==> config.mk <==
export PLATFORM = sky130hd
export DESIGN_NAME = frame_overrun_and_stats_monitor
export DESIGN_NICKNAME = d
export VERILOG_FILES = /design/src/rtl/fosm_pkg.sv /design/src/rtl/fosm_cell.sv /design/src/rtl/fosm_window.sv /design/src/rtl/fosm_stats.sv /design/src/rtl/fosm_avg.sv /design/src/rtl/frame_overrun_and_stats_monitor.sv
export SDC_FILE = /design/constraint.sdc
export NUM_CORES = 2
export LEC_CHECK = 0
export CAP_MARGIN = 20
export CELL_PAD_IN_SITES_DETAIL_PLACEMENT = 0
export CELL_PAD_IN_SITES_GLOBAL_PLACEMENT = 1
export CORE_ASPECT_RATIO = 0.9
export CORE_MARGIN = 2
export CORE_UTILIZATION = 35
export CTS_BUF_LIST = sky130_fd_sc_hd__clkbuf_4
export CTS_CLUSTER_DIAMETER = 30
export DETAILED_ROUTE_END_ITERATION = 8
export DONT_BUFFER_PORTS = 1
export PLACE_DENSITY_LB_ADDON = 0.3
export SYNTH_ARGS = -nofsm -noshare
export SYNTH_HDL_FRONTEND = slang
export SYNTH_SLANG_ARGS = --single-unit
==> constraint.sdc <==
create_clock -name clk_i -period 25.9 [get_ports clk_i]
set_input_delay 5.18 -clock clk_i [delete_from_list [all_inputs] [get_ports clk_i]]
set_output_delay 5.18 -clock clk_i [all_outputs]
set_load 0.05 [all_outputs]
==> src/rtl/fosm_pkg.sv <==
// ----------------------------------------------------------------------------
// fosm_pkg: shared types and constants of the frame overrun and stats monitor
// Field widths, opcodes, register indexes and the structs passed between the
// window, statistics and averaging units.
// ----------------------------------------------------------------------------
package fosm_pkg;

  localparam int unsigned WINDOW_DEPTH_DEF = 256;

  // Statistics period; a power of two so that averages are plain shifts.
  localparam int unsigned STATS_PERIOD = 256;
  localparam int unsigned STATS_SHIFT  = $clog2(STATS_PERIOD);
  localparam int unsigned PERIOD_W     = $clog2(STATS_PERIOD + 1);

  localparam int unsigned TIME_W = 40;
  localparam int unsigned SUM_W  = 48;
  localparam int unsigned LINE_W = 10;
  localparam int unsigned LSUM_W = 18;
  localparam int unsigned PCT_W  = 7;
  localparam int unsigned ADDR_W = 4;
  localparam int unsigned DATA_W = 32;

  localparam logic [TIME_W-1:0] TIME_MAX  = '1;
  localparam logic [SUM_W-1:0]  SUM_MAX   = '1;
  localparam logic [LINE_W-1:0] LINE_MAX  = '1;
  localparam logic [LSUM_W-1:0] LSUM_MAX  = '1;
  localparam logic [PCT_W-1:0]  PCT_SCALE = 7'd100;

  typedef enum logic [1:0] {
    OP_FRAME_END   = 2'd0,
    OP_ADD_RENDER  = 2'd1,
    OP_ADD_PRESENT = 2'd2,
    OP_CLEAR_WARN  = 2'd3
  } op_e;

  typedef enum logic [1:0] {
    CFG_SLOW_HOST = 2'd0,
    CFG_STATS_EN  = 2'd1,
    CFG_TURBO     = 2'd2
  } cfg_e;

  typedef struct packed {
    logic xfer;
    logic frame_ok;
    op_e  op;
    logic over;
    logic slow_host_en;
    logic turbo;
  } win_ctrl_t;

  typedef struct packed {
    logic xfer;
    logic frame_ok;
    op_e  op;
    logic on_time;
    logic stats_en;
  } st_ctrl_t;

  typedef struct packed {
    logic                          stats_valid;
    logic [SUM_W-1:0]              frame;
    logic [SUM_W-1:0]              idle;
    logic [SUM_W-1:0]              render;
    logic [SUM_W-1:0]              present;
    logic [2:0][LSUM_W-1:0]        lines;
    logic [PERIOD_W-1:0]           late;
  } snap_t;

  typedef struct packed {
    logic s3_load;
    logic s4_load;
  } avg_ctrl_t;

  typedef struct packed {
    logic                   warning;
    logic                   stats_valid;
    logic [TIME_W-1:0]      frame;
    logic [TIME_W-1:0]      idle;
    logic [TIME_W-1:0]      render;
    logic [TIME_W-1:0]      present;
    logic [TIME_W-1:0]      emu;
    logic [PCT_W-1:0]       late_pct;
    logic [2:0][LINE_W-1:0] lines;
  } res_t;

endpackage

==> src/rtl/fosm_cell.sv <==
// ----------------------------------------------------------------------------
// fosm_cell: one entry of the overrun window
// Holds one overrun bit and takes its neighbor's bit on each shift.
// ----------------------------------------------------------------------------
module fosm_cell (
  input  logic clk_i,
  input  logic rst_ni,
  input  logic shift_i,
  input  logic d_i,
  output logic q_o
);

  logic bit_q;

  always_ff @(posedge clk_i or negedge rst_ni) begin
    if (!rst_ni) begin
      bit_q <= 1'b0;
    end else if (shift_i) begin
      bit_q <= d_i;
    end
  end

  assign q_o = bit_q;

endmodule

==> src/rtl/fosm_window.sv <==
// ----------------------------------------------------------------------------
// fosm_window: sliding overrun window and slow host warning
// A chain of one-bit cells; the bit leaving the far end is the oldest entry.
// ----------------------------------------------------------------------------
module fosm_window #(
  parameter int unsigned WINDOW_DEPTH = fosm_pkg::WINDOW_DEPTH_DEF
) (
  input  logic                                 clk_i,
  input  logic                                 rst_ni,
  input  fosm_pkg::win_ctrl_t                  ctrl_i,
  output logic                                 warning_o,
  output logic [$clog2(WINDOW_DEPTH+1)-1:0]    overrun_o
);

  localparam int unsigned POS_W   = $clog2(WINDOW_DEPTH);
  localparam int unsigned CNT_W   = $clog2(WINDOW_DEPTH + 1);
  localparam int unsigned TRIGGER = (WINDOW_DEPTH * 3) / 4;
  localparam logic [POS_W-1:0] LAST_POS = POS_W'(WINDOW_DEPTH - 1);

  logic [WINDOW_DEPTH-1:0] tap;
  logic                    record;

  logic [POS_W-1:0] pos_q, pos_d;
  logic [CNT_W-1:0] sum_q, sum_d;
  logic             full_q, full_d;
  logic             warn_q, warn_d;
  logic             fired_q, fired_d;

  assign record = ctrl_i.xfer && (ctrl_i.op == fosm_pkg::OP_FRAME_END) && ctrl_i.frame_ok
                  && ctrl_i.slow_host_en && !ctrl_i.turbo && !fired_q;

  for (genvar i = 0; i < WINDOW_DEPTH; i++) begin : g_cell
    if (i == 0) begin : g_head
      fosm_cell u_cell (
        .clk_i   (clk_i),
        .rst_ni  (rst_ni),
        .shift_i (record),
        .d_i     (ctrl_i.over),
        .q_o     (tap[i])
      );
    end else begin : g_body
      fosm_cell u_cell (
        .clk_i   (clk_i),
        .rst_ni  (rst_ni),
        .shift_i (record),
        .d_i     (tap[i-1]),
        .q_o     (tap[i])
      );
    end
  end

  always_comb begin
    pos_d   = pos_q;
    sum_d   = sum_q;
    full_d  = full_q;
    warn_d  = warn_q;
    fired_d = fired_q;
    if (record) begin
      // drop the oldest entry, add the new one
      sum_d = sum_q - CNT_W'(tap[WINDOW_DEPTH-1]) + CNT_W'(ctrl_i.over);
      if (pos_q == LAST_POS) begin
        pos_d  = '0;
        full_d = 1'b1;
      end else begin
        pos_d = pos_q + 1'b1;
      end
      if (full_d && (sum_d >= CNT_W'(TRIGGER))) begin
        warn_d  = 1'b1;
        fired_d = 1'b1;
      end
    end else if (ctrl_i.xfer && (ctrl_i.op == fosm_pkg::OP_CLEAR_WARN)) begin
      warn_d = 1'b0;
    end
  end

  always_ff @(posedge clk_i or negedge rst_ni) begin
    if (!rst_ni) begin
      pos_q   <= '0;
      sum_q   <= '0;
      full_q  <= 1'b0;
      warn_q  <= 1'b0;
      fired_q <= 1'b0;
    end else begin
      pos_q   <= pos_d;
      sum_q   <= sum_d;
      full_q  <= full_d;
      warn_q  <= warn_d;
      fired_q <= fired_d;
    end
  end

  assign warning_o = warn_q;
  assign overrun_o = sum_q;

endmodule

==> src/rtl/fosm_stats.sv <==
// ----------------------------------------------------------------------------
// fosm_stats: period accumulators
// Saturating time and line sums and a late-frame count; snapshot them when a period closes.
// ----------------------------------------------------------------------------
module fosm_stats (
  input  logic                                         clk_i,
  input  logic                                         rst_ni,
  input  fosm_pkg::st_ctrl_t                           ctrl_i,
  input  logic [fosm_pkg::TIME_W-1:0]                  frame_i,
  input  logic [fosm_pkg::TIME_W-1:0]                  idle_i,
  input  logic [fosm_pkg::TIME_W-1:0]                  added_i,
  input  logic [2:0][fosm_pkg::LINE_W-1:0]             lines_i,
  output fosm_pkg::snap_t                              snap_o
);

  function automatic logic [fosm_pkg::SUM_W-1:0] sat_time(
    input logic [fosm_pkg::SUM_W-1:0]  sum,
    input logic [fosm_pkg::TIME_W-1:0] add
  );
    logic [fosm_pkg::SUM_W:0] s;
    s = {1'b0, sum} + (fosm_pkg::SUM_W + 1)'(add);
    return s[fosm_pkg::SUM_W] ? fosm_pkg::SUM_MAX : s[fosm_pkg::SUM_W-1:0];
  endfunction

  function automatic logic [fosm_pkg::LSUM_W-1:0] sat_line(
    input logic [fosm_pkg::LSUM_W-1:0] sum,
    input logic [fosm_pkg::LINE_W-1:0] add
  );
    logic [fosm_pkg::LSUM_W:0] s;
    s = {1'b0, sum} + (fosm_pkg::LSUM_W + 1)'(add);
    return s[fosm_pkg::LSUM_W] ? fosm_pkg::LSUM_MAX : s[fosm_pkg::LSUM_W-1:0];
  endfunction

  logic [fosm_pkg::PERIOD_W-1:0]      frames_q, frames_d, frames_nxt;
  logic [fosm_pkg::SUM_W-1:0]         frame_q, frame_d, frame_nxt;
  logic [fosm_pkg::SUM_W-1:0]         idle_q, idle_d, idle_nxt;
  logic [fosm_pkg::SUM_W-1:0]         render_q, render_d;
  logic [fosm_pkg::SUM_W-1:0]         present_q, present_d;
  logic [2:0][fosm_pkg::LSUM_W-1:0]   lines_q, lines_d, lines_nxt;
  logic [fosm_pkg::PERIOD_W-1:0]      late_q, late_d, late_nxt;
  logic                               frame_ev, done;
  fosm_pkg::snap_t                    snap_q, snap_d;
  logic                               valid_q, valid_d;

  assign frame_ev = ctrl_i.xfer && (ctrl_i.op == fosm_pkg::OP_FRAME_END)
                    && ctrl_i.frame_ok && ctrl_i.stats_en;

  always_comb begin
    frames_nxt = frames_q + 1'b1;
    frame_nxt  = sat_time(frame_q, frame_i);
    idle_nxt   = sat_time(idle_q, idle_i);
    for (int i = 0; i < 3; i++) begin
      lines_nxt[i] = sat_line(lines_q[i], lines_i[i]);
    end
    late_nxt = late_q + fosm_pkg::PERIOD_W'(!ctrl_i.on_time);
    done     = frames_nxt >= fosm_pkg::PERIOD_W'(fosm_pkg::STATS_PERIOD);

    frames_d  = frames_q;
    frame_d   = frame_q;
    idle_d    = idle_q;
    render_d  = render_q;
    present_d = present_q;
    lines_d   = lines_q;
    late_d    = late_q;
    snap_d    = snap_q;
    valid_d   = valid_q;

    if (ctrl_i.xfer) begin
      valid_d = frame_ev && done;
    end
    if (ctrl_i.xfer && (ctrl_i.op == fosm_pkg::OP_ADD_RENDER)) begin
      render_d = sat_time(render_q, added_i);
    end
    if (ctrl_i.xfer && (ctrl_i.op == fosm_pkg::OP_ADD_PRESENT)) begin
      present_d = sat_time(present_q, added_i);
    end
    if (frame_ev) begin
      if (done) begin
        // close the period: capture the sums, then restart from zero
        snap_d.frame   = frame_nxt;
        snap_d.idle    = idle_nxt;
        snap_d.render  = render_q;
        snap_d.present = present_q;
        snap_d.lines   = lines_nxt;
        snap_d.late    = late_nxt;
        frames_d  = '0;
        frame_d   = '0;
        idle_d    = '0;
        render_d  = '0;
        present_d = '0;
        lines_d   = '0;
        late_d    = '0;
      end else begin
        frames_d = frames_nxt;
        frame_d  = frame_nxt;
        idle_d   = idle_nxt;
        lines_d  = lines_nxt;
        late_d   = late_nxt;
      end
    end
    snap_d.stats_valid = valid_d;
  end

  always_ff @(posedge clk_i or negedge rst_ni) begin
    if (!rst_ni) begin
      frames_q  <= '0;
      frame_q   <= '0;
      idle_q    <= '0;
      render_q  <= '0;
      present_q <= '0;
      lines_q   <= '0;
      late_q    <= '0;
      valid_q   <= 1'b0;
    end else begin
      frames_q  <= frames_d;
      frame_q   <= frame_d;
      idle_q    <= idle_d;
      render_q  <= render_d;
      present_q <= present_d;
      lines_q   <= lines_d;
      late_q    <= late_d;
      valid_q   <= valid_d;
    end
  end

  always_ff @(posedge clk_i) begin
    snap_q <= snap_d;
  end

  always_comb begin
    snap_o             = snap_q;
    snap_o.stats_valid = valid_q;
  end

endmodule

==> src/rtl/fosm_avg.sv <==
// ----------------------------------------------------------------------------
// fosm_avg: two-stage averaging pipe
// Shift and clamp the period sums, then form the emulation time average.
// ----------------------------------------------------------------------------
module fosm_avg #(
  parameter int unsigned WINDOW_DEPTH = fosm_pkg::WINDOW_DEPTH_DEF
) (
  input  logic                                 clk_i,
  input  fosm_pkg::avg_ctrl_t                  ctrl_i,
  input  logic                                 warning_i,
  input  logic [$clog2(WINDOW_DEPTH+1)-1:0]    overrun_i,
  input  fosm_pkg::snap_t                      snap_i,
  output fosm_pkg::res_t                       res_o,
  output logic [$clog2(WINDOW_DEPTH+1)-1:0]    overrun_o
);

  localparam int unsigned CNT_W   = $clog2(WINDOW_DEPTH + 1);
  localparam int unsigned SPENT_W = fosm_pkg::SUM_W + 2;
  localparam int unsigned PROD_W  = fosm_pkg::PERIOD_W + fosm_pkg::PCT_W;

  function automatic logic [fosm_pkg::TIME_W-1:0] avg_time(
    input logic [SPENT_W-1:0] sum
  );
    logic [SPENT_W-1:0] q;
    q = sum >> fosm_pkg::STATS_SHIFT;
    return (q > SPENT_W'(fosm_pkg::TIME_MAX)) ? fosm_pkg::TIME_MAX
                                              : q[fosm_pkg::TIME_W-1:0];
  endfunction

  function automatic logic [fosm_pkg::LINE_W-1:0] avg_line(
    input logic [fosm_pkg::LSUM_W-1:0] sum
  );
    logic [fosm_pkg::LSUM_W-1:0] q;
    q = sum >> fosm_pkg::STATS_SHIFT;
    return (q > fosm_pkg::LSUM_W'(fosm_pkg::LINE_MAX)) ? fosm_pkg::LINE_MAX
                                                       : q[fosm_pkg::LINE_W-1:0];
  endfunction

  // stage 3
  fosm_pkg::res_t          s3_d, s3_q;
  logic [SPENT_W-1:0]      s3_frame_d, s3_frame_q;
  logic [SPENT_W-1:0]      s3_spent_d, s3_spent_q;
  logic [CNT_W-1:0]        s3_ovr_q;
  logic [PROD_W-1:0]       late_prod, late_div;

  // stage 4
  fosm_pkg::res_t          s4_d, s4_q;
  logic [SPENT_W-1:0]      emu_diff;
  logic [CNT_W-1:0]        s4_ovr_q;

  always_comb begin
    late_prod = PROD_W'(snap_i.late) * PROD_W'(fosm_pkg::PCT_SCALE);
    late_div  = late_prod >> fosm_pkg::STATS_SHIFT;
    s3_d             = '0;
    s3_d.warning     = warning_i;
    s3_d.stats_valid = snap_i.stats_valid;
    s3_frame_d       = '0;
    s3_spent_d       = '0;
    if (snap_i.stats_valid) begin
      s3_d.frame    = avg_time(SPENT_W'(snap_i.frame));
      s3_d.idle     = avg_time(SPENT_W'(snap_i.idle));
      s3_d.render   = avg_time(SPENT_W'(snap_i.render));
      s3_d.present  = avg_time(SPENT_W'(snap_i.present));
      s3_d.late_pct = (late_div > PROD_W'(fosm_pkg::PCT_SCALE)) ? fosm_pkg::PCT_SCALE
                                                               : late_div[fosm_pkg::PCT_W-1:0];
      for (int i = 0; i < 3; i++) begin
        s3_d.lines[i] = avg_line(snap_i.lines[i]);
      end
      s3_frame_d = SPENT_W'(snap_i.frame);
      s3_spent_d = SPENT_W'(snap_i.idle) + SPENT_W'(snap_i.render)
                   + SPENT_W'(snap_i.present);
    end
  end

  always_comb begin
    emu_diff = s3_frame_q - s3_spent_q;
    s4_d     = s3_q;
    // clamp at zero when idle, render and present eat the whole frame time
    s4_d.emu = (s3_frame_q > s3_spent_q) ? avg_time(emu_diff) : '0;
  end

  always_ff @(posedge clk_i) begin
    if (ctrl_i.s3_load) begin
      s3_q       <= s3_d;
      s3_frame_q <= s3_frame_d;
      s3_spent_q <= s3_spent_d;
      s3_ovr_q   <= overrun_i;
    end
    if (ctrl_i.s4_load) begin
      s4_q     <= s4_d;
      s4_ovr_q <= s3_ovr_q;
    end
  end

  assign res_o     = s4_q;
  assign overrun_o = s4_ovr_q;

endmodule

==> src/rtl/frame_overrun_and_stats_monitor.sv <==
// ----------------------------------------------------------------------------
// frame_overrun_and_stats_monitor: frame overrun window and period statistics
// Tracks frame overruns in a sliding window of one-bit cells, raises a sticky
// slow host warning once, and emits averaged statistics every period.
// ----------------------------------------------------------------------------
//
//   channel  | direction | handshake              | payload
//   ---------+-----------+------------------------+--------------------------------
//   in       | input     | in_valid_i / in_stall_o | opcode, frame data, added time
//   out      | output    | out_valid_o / out_stall_i | warning, overrun, averages
//   cfg      | input     | psel/penable/pwrite     | slow host, stats, turbo enables
//
// One word per cycle sustained while the output is not stalled; each word passes through every stage.
// The pipe is input register, state update (window cells and accumulators),
// average shift/clamp, emulation time subtract; the last stage is the output.
// Each stage advances when the next one is empty or moving, so a stall on the
// output fills bubbles before it reaches in_stall_o.
// Reset clears the window cells, counters and sums at once; no clearing pass.
// The window is WINDOW_DEPTH one-bit cells, shifted once per recorded frame.
// ----------------------------------------------------------------------------
module frame_overrun_and_stats_monitor #(
  parameter int unsigned WINDOW_DEPTH = fosm_pkg::WINDOW_DEPTH_DEF
) (
  input  logic                                  clk_i,
  input  logic                                  rst_ni,

  // configuration port
  input  logic                                  psel,
  input  logic                                  penable,
  input  logic                                  pwrite,
  input  logic [fosm_pkg::ADDR_W-1:0]           paddr,
  input  logic [fosm_pkg::DATA_W-1:0]           pwdata,
  output logic [fosm_pkg::DATA_W-1:0]           prdata,
  output logic                                  pready,

  // input channel
  input  logic                                  in_valid_i,
  output logic                                  in_stall_o,
  input  logic [1:0]                            opcode_i,
  input  logic [fosm_pkg::TIME_W-1:0]           frame_time_ns_i,
  input  logic [fosm_pkg::TIME_W-1:0]           idle_time_ns_i,
  input  logic [fosm_pkg::TIME_W-1:0]           budget_ns_i,
  input  logic                                  frame_on_time_i,
  input  logic [fosm_pkg::LINE_W-1:0]           full_lines_i,
  input  logic [fosm_pkg::LINE_W-1:0]           fast_lines_i,
  input  logic [fosm_pkg::LINE_W-1:0]           skipped_lines_i,
  input  logic [fosm_pkg::TIME_W-1:0]           added_time_ns_i,

  // output channel
  output logic                                  out_valid_o,
  input  logic                                  out_stall_i,
  output logic                                  warning_flag_o,
  output logic [$clog2(WINDOW_DEPTH+1)-1:0]     overrun_total_o,
  output logic                                  stats_valid_o,
  output logic [fosm_pkg::TIME_W-1:0]           avg_frame_ns_o,
  output logic [fosm_pkg::TIME_W-1:0]           avg_idle_ns_o,
  output logic [fosm_pkg::TIME_W-1:0]           avg_render_ns_o,
  output logic [fosm_pkg::TIME_W-1:0]           avg_present_ns_o,
  output logic [fosm_pkg::TIME_W-1:0]           avg_emu_ns_o,
  output logic [fosm_pkg::PCT_W-1:0]            late_percent_o,
  output logic [fosm_pkg::LINE_W-1:0]           avg_full_lines_o,
  output logic [fosm_pkg::LINE_W-1:0]           avg_fast_lines_o,
  output logic [fosm_pkg::LINE_W-1:0]           avg_skipped_lines_o
);

  localparam int unsigned CNT_W  = $clog2(WINDOW_DEPTH + 1);
  localparam int unsigned DIFF_W = fosm_pkg::TIME_W + 1;
  localparam int unsigned TEN_W  = fosm_pkg::TIME_W + 4;

  // --------------------------------------------------------------------------
  // Configuration registers
  // --------------------------------------------------------------------------
  logic slow_q, stats_en_q, turbo_q;
  logic cfg_wr;

  assign pready = 1'b1;
  assign cfg_wr = psel && penable && pwrite && pready;

  always_ff @(posedge clk_i or negedge rst_ni) begin
    if (!rst_ni) begin
      slow_q     <= 1'b1;
      stats_en_q <= 1'b0;
      turbo_q    <= 1'b0;
    end else if (cfg_wr) begin
      case (paddr[3:2])
        fosm_pkg::CFG_SLOW_HOST: slow_q     <= pwdata[0];
        fosm_pkg::CFG_STATS_EN:  stats_en_q <= pwdata[0];
        fosm_pkg::CFG_TURBO:     turbo_q    <= pwdata[0];
        default: ;  // writes past the last register are dropped
      endcase
    end
  end

  always_comb begin
    case (paddr[3:2])
      fosm_pkg::CFG_SLOW_HOST: prdata = fosm_pkg::DATA_W'(slow_q);
      fosm_pkg::CFG_STATS_EN:  prdata = fosm_pkg::DATA_W'(stats_en_q);
      fosm_pkg::CFG_TURBO:     prdata = fosm_pkg::DATA_W'(turbo_q);
      default:                 prdata = '0;
    endcase
  end

  // --------------------------------------------------------------------------
  // Pipe flow control: a stage takes a word when it is empty or moving on
  // --------------------------------------------------------------------------
  logic s1_v_q, s2_v_q, s3_v_q, s4_v_q;
  logic rdy1, rdy2, rdy3, rdy4;
  logic in_acc, xfer12, xfer23, xfer34;

  assign rdy4   = !s4_v_q || !out_stall_i;
  assign rdy3   = !s3_v_q || rdy4;
  assign rdy2   = !s2_v_q || rdy3;
  assign rdy1   = !s1_v_q || rdy2;
  assign in_acc = in_valid_i && rdy1;
  assign xfer12 = s1_v_q && rdy2;
  assign xfer23 = s2_v_q && rdy3;
  assign xfer34 = s3_v_q && rdy4;

  assign in_stall_o = !rdy1;

  always_ff @(posedge clk_i or negedge rst_ni) begin
    if (!rst_ni) begin
      s1_v_q <= 1'b0;
      s2_v_q <= 1'b0;
      s3_v_q <= 1'b0;
      s4_v_q <= 1'b0;
    end else begin
      s1_v_q <= in_acc || (s1_v_q && !rdy2);
      s2_v_q <= xfer12 || (s2_v_q && !rdy3);
      s3_v_q <= xfer23 || (s3_v_q && !rdy4);
      s4_v_q <= xfer34 || (s4_v_q && out_stall_i);
    end
  end

  // --------------------------------------------------------------------------
  // Stage 1: capture the word, precompute frame minus budget
  // --------------------------------------------------------------------------
  fosm_pkg::op_e                       op_q;
  logic                                frame_ok_q;
  logic [DIFF_W-1:0]                   diff_q;
  logic [fosm_pkg::TIME_W-1:0]         budget_q, frame_q, idle_q, added_q;
  logic [2:0][fosm_pkg::LINE_W-1:0]    lines_q;
  logic                                on_time_q;

  always_ff @(posedge clk_i) begin
    if (in_acc) begin
      op_q       <= fosm_pkg::op_e'(opcode_i);
      frame_ok_q <= (frame_time_ns_i != '0) && (budget_ns_i != '0);
      diff_q     <= {1'b0, frame_time_ns_i} - {1'b0, budget_ns_i};
      budget_q   <= budget_ns_i;
      frame_q    <= frame_time_ns_i;
      idle_q     <= idle_time_ns_i;
      added_q    <= added_time_ns_i;
      lines_q    <= {skipped_lines_i, fast_lines_i, full_lines_i};
      on_time_q  <= frame_on_time_i;
    end
  end

  // frame > budget + budget/10  <=>  frame > budget and budget < 10*(frame-budget)
  logic [TEN_W-1:0] diff_x10;
  logic             over;

  assign diff_x10 = {1'b0, diff_q[fosm_pkg::TIME_W-1:0], 3'b000}
                  + {3'b000, diff_q[fosm_pkg::TIME_W-1:0], 1'b0};
  assign over     = !diff_q[DIFF_W-1] && (TEN_W'(budget_q) < diff_x10);

  // --------------------------------------------------------------------------
  // Stage 2: window cells and period accumulators update on entry
  // --------------------------------------------------------------------------
  fosm_pkg::win_ctrl_t win_ctrl;
  fosm_pkg::st_ctrl_t  st_ctrl;
  logic                warning;
  logic [CNT_W-1:0]    overrun;
  fosm_pkg::snap_t     snap;

  always_comb begin
    win_ctrl.xfer         = xfer12;
    win_ctrl.frame_ok     = frame_ok_q;
    win_ctrl.op           = op_q;
    win_ctrl.over         = over;
    win_ctrl.slow_host_en = slow_q;
    win_ctrl.turbo        = turbo_q;

    st_ctrl.xfer     = xfer12;
    st_ctrl.frame_ok = frame_ok_q;
    st_ctrl.op       = op_q;
    st_ctrl.on_time  = on_time_q;
    st_ctrl.stats_en = stats_en_q;
  end

  fosm_window #(
    .WINDOW_DEPTH (WINDOW_DEPTH)
  ) u_window (
    .clk_i     (clk_i),
    .rst_ni    (rst_ni),
    .ctrl_i    (win_ctrl),
    .warning_o (warning),
    .overrun_o (overrun)
  );

  fosm_stats u_stats (
    .clk_i   (clk_i),
    .rst_ni  (rst_ni),
    .ctrl_i  (st_ctrl),
    .frame_i (frame_q),
    .idle_i  (idle_q),
    .added_i (added_q),
    .lines_i (lines_q),
    .snap_o  (snap)
  );

  // --------------------------------------------------------------------------
  // Stages 3 and 4: averages; stage 4 is the output register
  // --------------------------------------------------------------------------
  fosm_pkg::avg_ctrl_t avg_ctrl;
  fosm_pkg::res_t      res;

  assign avg_ctrl.s3_load = xfer23;
  assign avg_ctrl.s4_load = xfer34;

  fosm_avg #(
    .WINDOW_DEPTH (WINDOW_DEPTH)
  ) u_avg (
    .clk_i     (clk_i),
    .ctrl_i    (avg_ctrl),
    .warning_i (warning),
    .overrun_i (overrun),
    .snap_i    (snap),
    .res_o     (res),
    .overrun_o (overrun_total_o)
  );

  assign out_valid_o         = s4_v_q;
  assign warning_flag_o      = res.warning;
  assign stats_valid_o       = res.stats_valid;
  assign avg_frame_ns_o      = res.frame;
  assign avg_idle_ns_o       = res.idle;
  assign avg_render_ns_o     = res.render;
  assign avg_present_ns_o    = res.present;
  assign avg_emu_ns_o        = res.emu;
  assign late_percent_o      = res.late_pct;
  assign avg_full_lines_o    = res.lines[0];
  assign avg_fast_lines_o    = res.lines[1];
  assign avg_skipped_lines_o = res.lines[2];

endmodule
==> Word-level counts from Yosys, hierarchy flattened <==
Index checks and enable logic that the tools add are counted.
Widths: inputs -> output; s select.
{ "classes": {"add_sub_neg": 17, "mul": 1, "div": 0, "order_cmp": 13, "eq_ne": 7, "shift": 0, "mux": 34, "bitwise": 1, "reduce_logical": 56} }
{ "op_table": {"columns": ["op", "count"], "rows": [
  ["$mux 48", 12],
  ["$mux 40", 5],
  ["$add 48x40->49", 4],
  ["$gt 40x40->1 const B", 4],
  ["$reduce_bool 40->1", 2],
  ["$add 18x10->19", 3],
  ["$mux 18", 3],
  ["$mux 54", 1],
  ["$add 50x48->50", 1],
  ["$gt 50x50->1", 1],
  ["$sub 50x50->50", 1],
  ["$add 48x48->49", 1],
  ["$add 43x41->44", 1],
  ["$lt 40x44->1", 1],
  ["$gt 42x40->1 const B", 1],
  ["$sub 40x40->41", 1],
  ["$gt 10x10->1 const B", 3],
  ["$mux 10", 3],
  ["$logic_and 1x1->1", 23],
  ["$add 9x1->9", 2],
  ["$mux 9", 2],
  ["$mul 9x5->14 const B", 1],
  ["$logic_not 1->1", 13],
  ["$reduce_and 2->1", 6],
  ["other kinds (19)", 34]
]} }
{ "word_totals": {"reg_bits": 1594, "latch_bits": 0, "ramBits": 0, "rom_bits": 0, "input_bits": 236, "memories": 0} }

==> Depth between registers and ports, before layout <==
{ "logic_depth": {"depth_word": 14, "depth_mapped": 35} }

==> Hierarchy <==
From an unflattened synthesis, not the netlist that was laid out.
{ "hier_totals": {"hier_cells": 6377, "hier_area_um2": 79726.5} }
{ "by_module_without_submodules": {"columns": ["mod", "instances", "cells_per_inst", "area_per_inst_um2", "seq_area_each_um2"], "rows": [
  ["fosm_stats", 1, 2809, 29228.0, 14288.7],
  ["fosm_avg", 1, 1861, 25932.4, 16636.0],
  ["frame_overrun_and_stats_monitor", 1, 1043, 12928.6, 7203.2],
  ["fosm_cell", 256, 2, 40.0, 25.0],
  ["fosm_window", 1, 152, 1387.6, 500.5]
]} }

==> Worst setup path after synthesis <==
OpenSTA, ideal clock, no wires.
{ "synth_timing": {"kind": "input to register", "from": "in out_stall_i", "to": "reg u_avg.s4_ovr_q[0] (netlist: u_avg.overrun_o[0]), enable pin", "setup_ns": 1.238, "t_arrival_ns": 22.969, "setup_slack_ns": 1.693, "cell_stages": 1, "n_path_buf": 0, "cell_sequence": "a21boi_0"} }
{ "synth_between": {"elab_chain_cells": 3} }
{ "synth_rtl": {"columns": ["element", "line", "source"], "rows": [
  ["from (decl)", "frame_overrun_and_stats_monitor.sv:51", "input logic out_stall_i,"],
  ["$logic_not 1->1", "frame_overrun_and_stats_monitor.sv:110", "assign rdy4 = !s4_v_q || !out_stall_i;"],
  ["$logic_or 1x1->1", "frame_overrun_and_stats_monitor.sv:110", null],
  ["$logic_and 1x1->1", "frame_overrun_and_stats_monitor.sv:117", "assign xfer34 = s3_v_q && rdy4;"],
  ["to (signal assigned)", "fosm_avg.sv:91", "s4_ovr_q <= s3_ovr_q;"],
  ["to (decl)", "fosm_avg.sv:49", "logic [CNT_W-1:0] s4_ovr_q;"]
]} }
No other way between the ends.
A chain may end at the register's enable or synchronous reset.

==> Worst setup path in the final report <==
{ "layout_timing": {"from": "in paddr[2] in the netlist's numbering", "to": "out prdata[0] in the netlist's numbering"} }
{ "layout_between": {"elab_chain_cells": 2} }
{ "layout_rtl": {"columns": ["element", "line", "source"], "rows": [
  ["from (decl)", "frame_overrun_and_stats_monitor.sv:31", "input logic [fosm_pkg::ADDR_W-1:0] paddr,"],
  ["$eq 2x2->1, or another cell as far along", "frame_overrun_and_stats_monitor.sv:95", "case (paddr[3:2])"],
  ["$pmux 1 s3 (*)", "frame_overrun_and_stats_monitor.sv:95", null],
  ["to (decl)", "frame_overrun_and_stats_monitor.sv:33", "output logic [fosm_pkg::DATA_W-1:0] prdata,"]
]} }
Mark *: on every way between the ends. The rest lies on a longest branch, timed or not.

==> reports/metrics.cfg <==
[yosys]
synth-seq-area-share=0.562
yosysWarningCount=0
syn_avg_cell_area_um2=11.0
yosysMostFrequentCell=nand2_1
yosysTopAreaCell=edfxtp_1
syn_area_um2=78900
synth_commonest_cells=1191 x nand2_1, 1019 x edfxtp_1, 547 x dfrtp_1
synthFlopType=edfxtp_1
synthArstFlopShare=0.350
ys_types=111
ys_seq_elements=1567
synth_cells=7147
netlist_top_cells_area=edfxtp_1 39%, dfrtp_1 17%, ha_1 7.8%
synth_top_area_frac=0.388
synth_edf_count=1019

[sta]
worst_pin_slew_ns=2.03
maxSlewViolCount=381
timing.final.crit_share=0.433
timing.hold.ws_ns=0.337
fmax_ghz=0.0892
slew_headroom=-0.352
skew_ns=0.190
hold_viol_final=0
setup_viol=0
grt_setup_unrepaired=no
fin_ws_ns=14.69
tns_ns=0
period_needed_ns=11.21

[floorplanning]
chipHeight_um=454
core_area_um2=224000
row_count=165
initial_core_util=0.352
io_pins=519
die_x_um=505
die-area_um2=229000

[power_and_ir_drop]
p_leak_nw=37.7
p_switching_mw=2.86
intPower_mw=5.30
p_comb_frac=0.284
swShare=0.350
seq_power_share=0.426
p_clk_frac=0.290
ir_drop_mv=0.0477
powerDensity_nw_per_um2=92.7

[setup_path]
worst_path_max_delay_cell=o21ai_1
reg2reg_depth=31
cp_top_family=compound AO/OA/AOI/OAI gates
worstReg2RegStart=diff_q[3]
reg2reg_slack_ns=17.97
worstSetupEndpointType=output pin
crit_required_ns=20.72
reg2reg_to=u_window.fired_q
path_max_fanout=5
crit_chain=mux2i_1 -> o21ai_1
arrival_ns=6.03
max_stage_delay_ns=0.75
crit_buf_inv=0
worstSetupStartpointType=primary input
crit_type=primary input to output pin

[placement]
dp_hpwl_mm=161
pre_cts_ws_ns=14.69
io_buffer_count=0
place_congestion=0.908

[run]
cap_violations=0

[global_route]
antenna_found_initial=23
grt_start_max_net_pins=549
overflow=0
grt_pass1_wl_mm=336
grt_usage=0.192
grt_pass1_vias=54400

[clock_network]
cts-resized-gates=0
clock-root-buffer=clkbuf_4
cts_setup_buffers=0
clkSinkCount=1567
clk_pin_slew_ns=0.07
htreeDepth=5
cts_buffers=448
insertion_delay_ns=1.46
cts_hold_buf=0
cts_tree=yes
cts_buffer_depth=4

[routing]
wire_per_inst_um=20.8
routed_via_density=5.12
dr.pass1.iters=5
drt-initial-drc-count=4221
dr_total_vias=55200
drcViolationCount=0
detail-route-antenna-nets=0
wirelength_mm=224

[final_layout]
drive_gt1_frac=0.114
final_util=0.392
nets=8142
syn2layout_area_growth_pct=11.5

[worst_hold_path]
hp-class=flip-flop to flip-flop
hold_depth=0
min_to=u_avg.res_o[146]
worstHoldStart=u_avg.s3_q[146]

[status]
status=finished with violations
failed_checks=slew limit

logic make-up (layout without fill, tap and decap cells):
kind of cell / count (synthesis) / count (layout) / synth area share
xor+xnor: 372 / 372 / 0.0413
flops: 1567 / 1567 / 0.562
buf+inv: 532 / 1121 / 0.0279
fa+ha+maj: 508 / 508 / 0.0820
mux: 23 / 23 / 0.00316
compound gates: 1725 / 1725 / 0.141
other cells: 2 / 44 / 0.0000952
simple gates: 2418 / 2418 / 0.143
worst reg2reg max path: cells and delay by family, from the launching register on:
| kind | cells | cell delay (ns) |
|---|---|---|
| compound gates | 17 | 4.26 |
| simple gates | 8 | 1.63 |
| flops | 1 | 0.44 |
| xor+xnor | 2 | 0.26 |
| fa+ha+maj | 4 | 1.30 |
flip-flops by register name, indices dropped and copies added, names as in the netlist, 39 cells and up:
register	count
u_window.g_cell.g_body.u_cell.q_o	255
u_avg.res_o	239
u_stats.snap_o	231
u_avg.s3_q	199
u_stats.lines_q	54
u_avg.s3_spent_q	50
u_avg.s3_frame_q	48
u_stats.frame_q	48
u_stats.idle_q	48
u_stats.present_q	48
u_stats.render_q	48
diff_q	41
added_q	40
frame_q	40
idle_q	40
budget_q	39
layout make-up:
type	count	area, um^2
Antenna cell	12	30.0
Clock buffer	650	4880
Sequential cell	1567	44300
Tap cell	3006	3760
Timing Repair Buffer	50	399
Multi-Input combinational cell	5078	32600
Fill cell	22000	136000
Clock inverter	168	1040
Inverter	253	957
how the worst max path moves through the flow:
stage,end,cells after the start,slack [ns],start
finish,prdata[0],2,14.69,paddr[2]
global placement,prdata[0],2,14.68,paddr[2]
floorplan,u_avg.overrun_o[0],1,1.69,out_stall_i
global route,prdata[0],2,14.65,paddr[2]
detailed placement,prdata[0],2,14.69,paddr[2]
CTS,prdata[0],2,14.69,paddr[2]
cells in the final DEF, fill, tap and decap left out, types with 149 or more instances in the layout:
cell type     n
clkbuf_4    650
nand2_1    1190
o21ai_0     396
and2_1      273
nor2_1      311
a21oi_1     505
inv_1       251
xnor2_1     221
dfrtp_1     546
a21o_1      215
ha_1        493
xor2_1      149
edfxtp_1   1019
layer usage:
layer / part of all wire / up-vias / global-route usage
li1: - / 26600 / -
met1: 0.44 / 26600 / 0.248
met2: 0.47 / 1528 / 0.313
met3: 0.057 / 387 / 0.0417
met4: 0.035 / 14 / 0.0749
met5: 0.00036 / - / 0
power groups by stage:
| stage | Clock (mW) | Combinational, mW | Sequential [mW] |
|---|---|---|---|
| 2_1_floorplan | 0 | 1.78 | 3.49 |
| 3_3_place_gp | 0 | 2.25 | 3.52 |
| 3_5_place_dp | 0 | 2.28 | 3.52 |
| 4_1_cts | 2.45 | 2.30 | 3.48 |
| 5_1_grt | 2.59 | 2.59 | 3.50 |
| 6_report | 2.37 | 2.32 | 3.47 |
metrics by stage:
step / power, mW / area [um^2] / std cells
6_report: 8.16 / 88000 / 10800
4_1_cts: 8.23 / 87900 / 10800
5_1_grt: 8.69 / 88000 / 10800
3_5_place_dp: 5.81 / 82000 / 9952
3_3_place_gp: 5.77 / 82000 / 9952
2_1_floorplan: 5.27 / 79000 / 7177
Note: power is estimated with default switching activity, not from simulation.
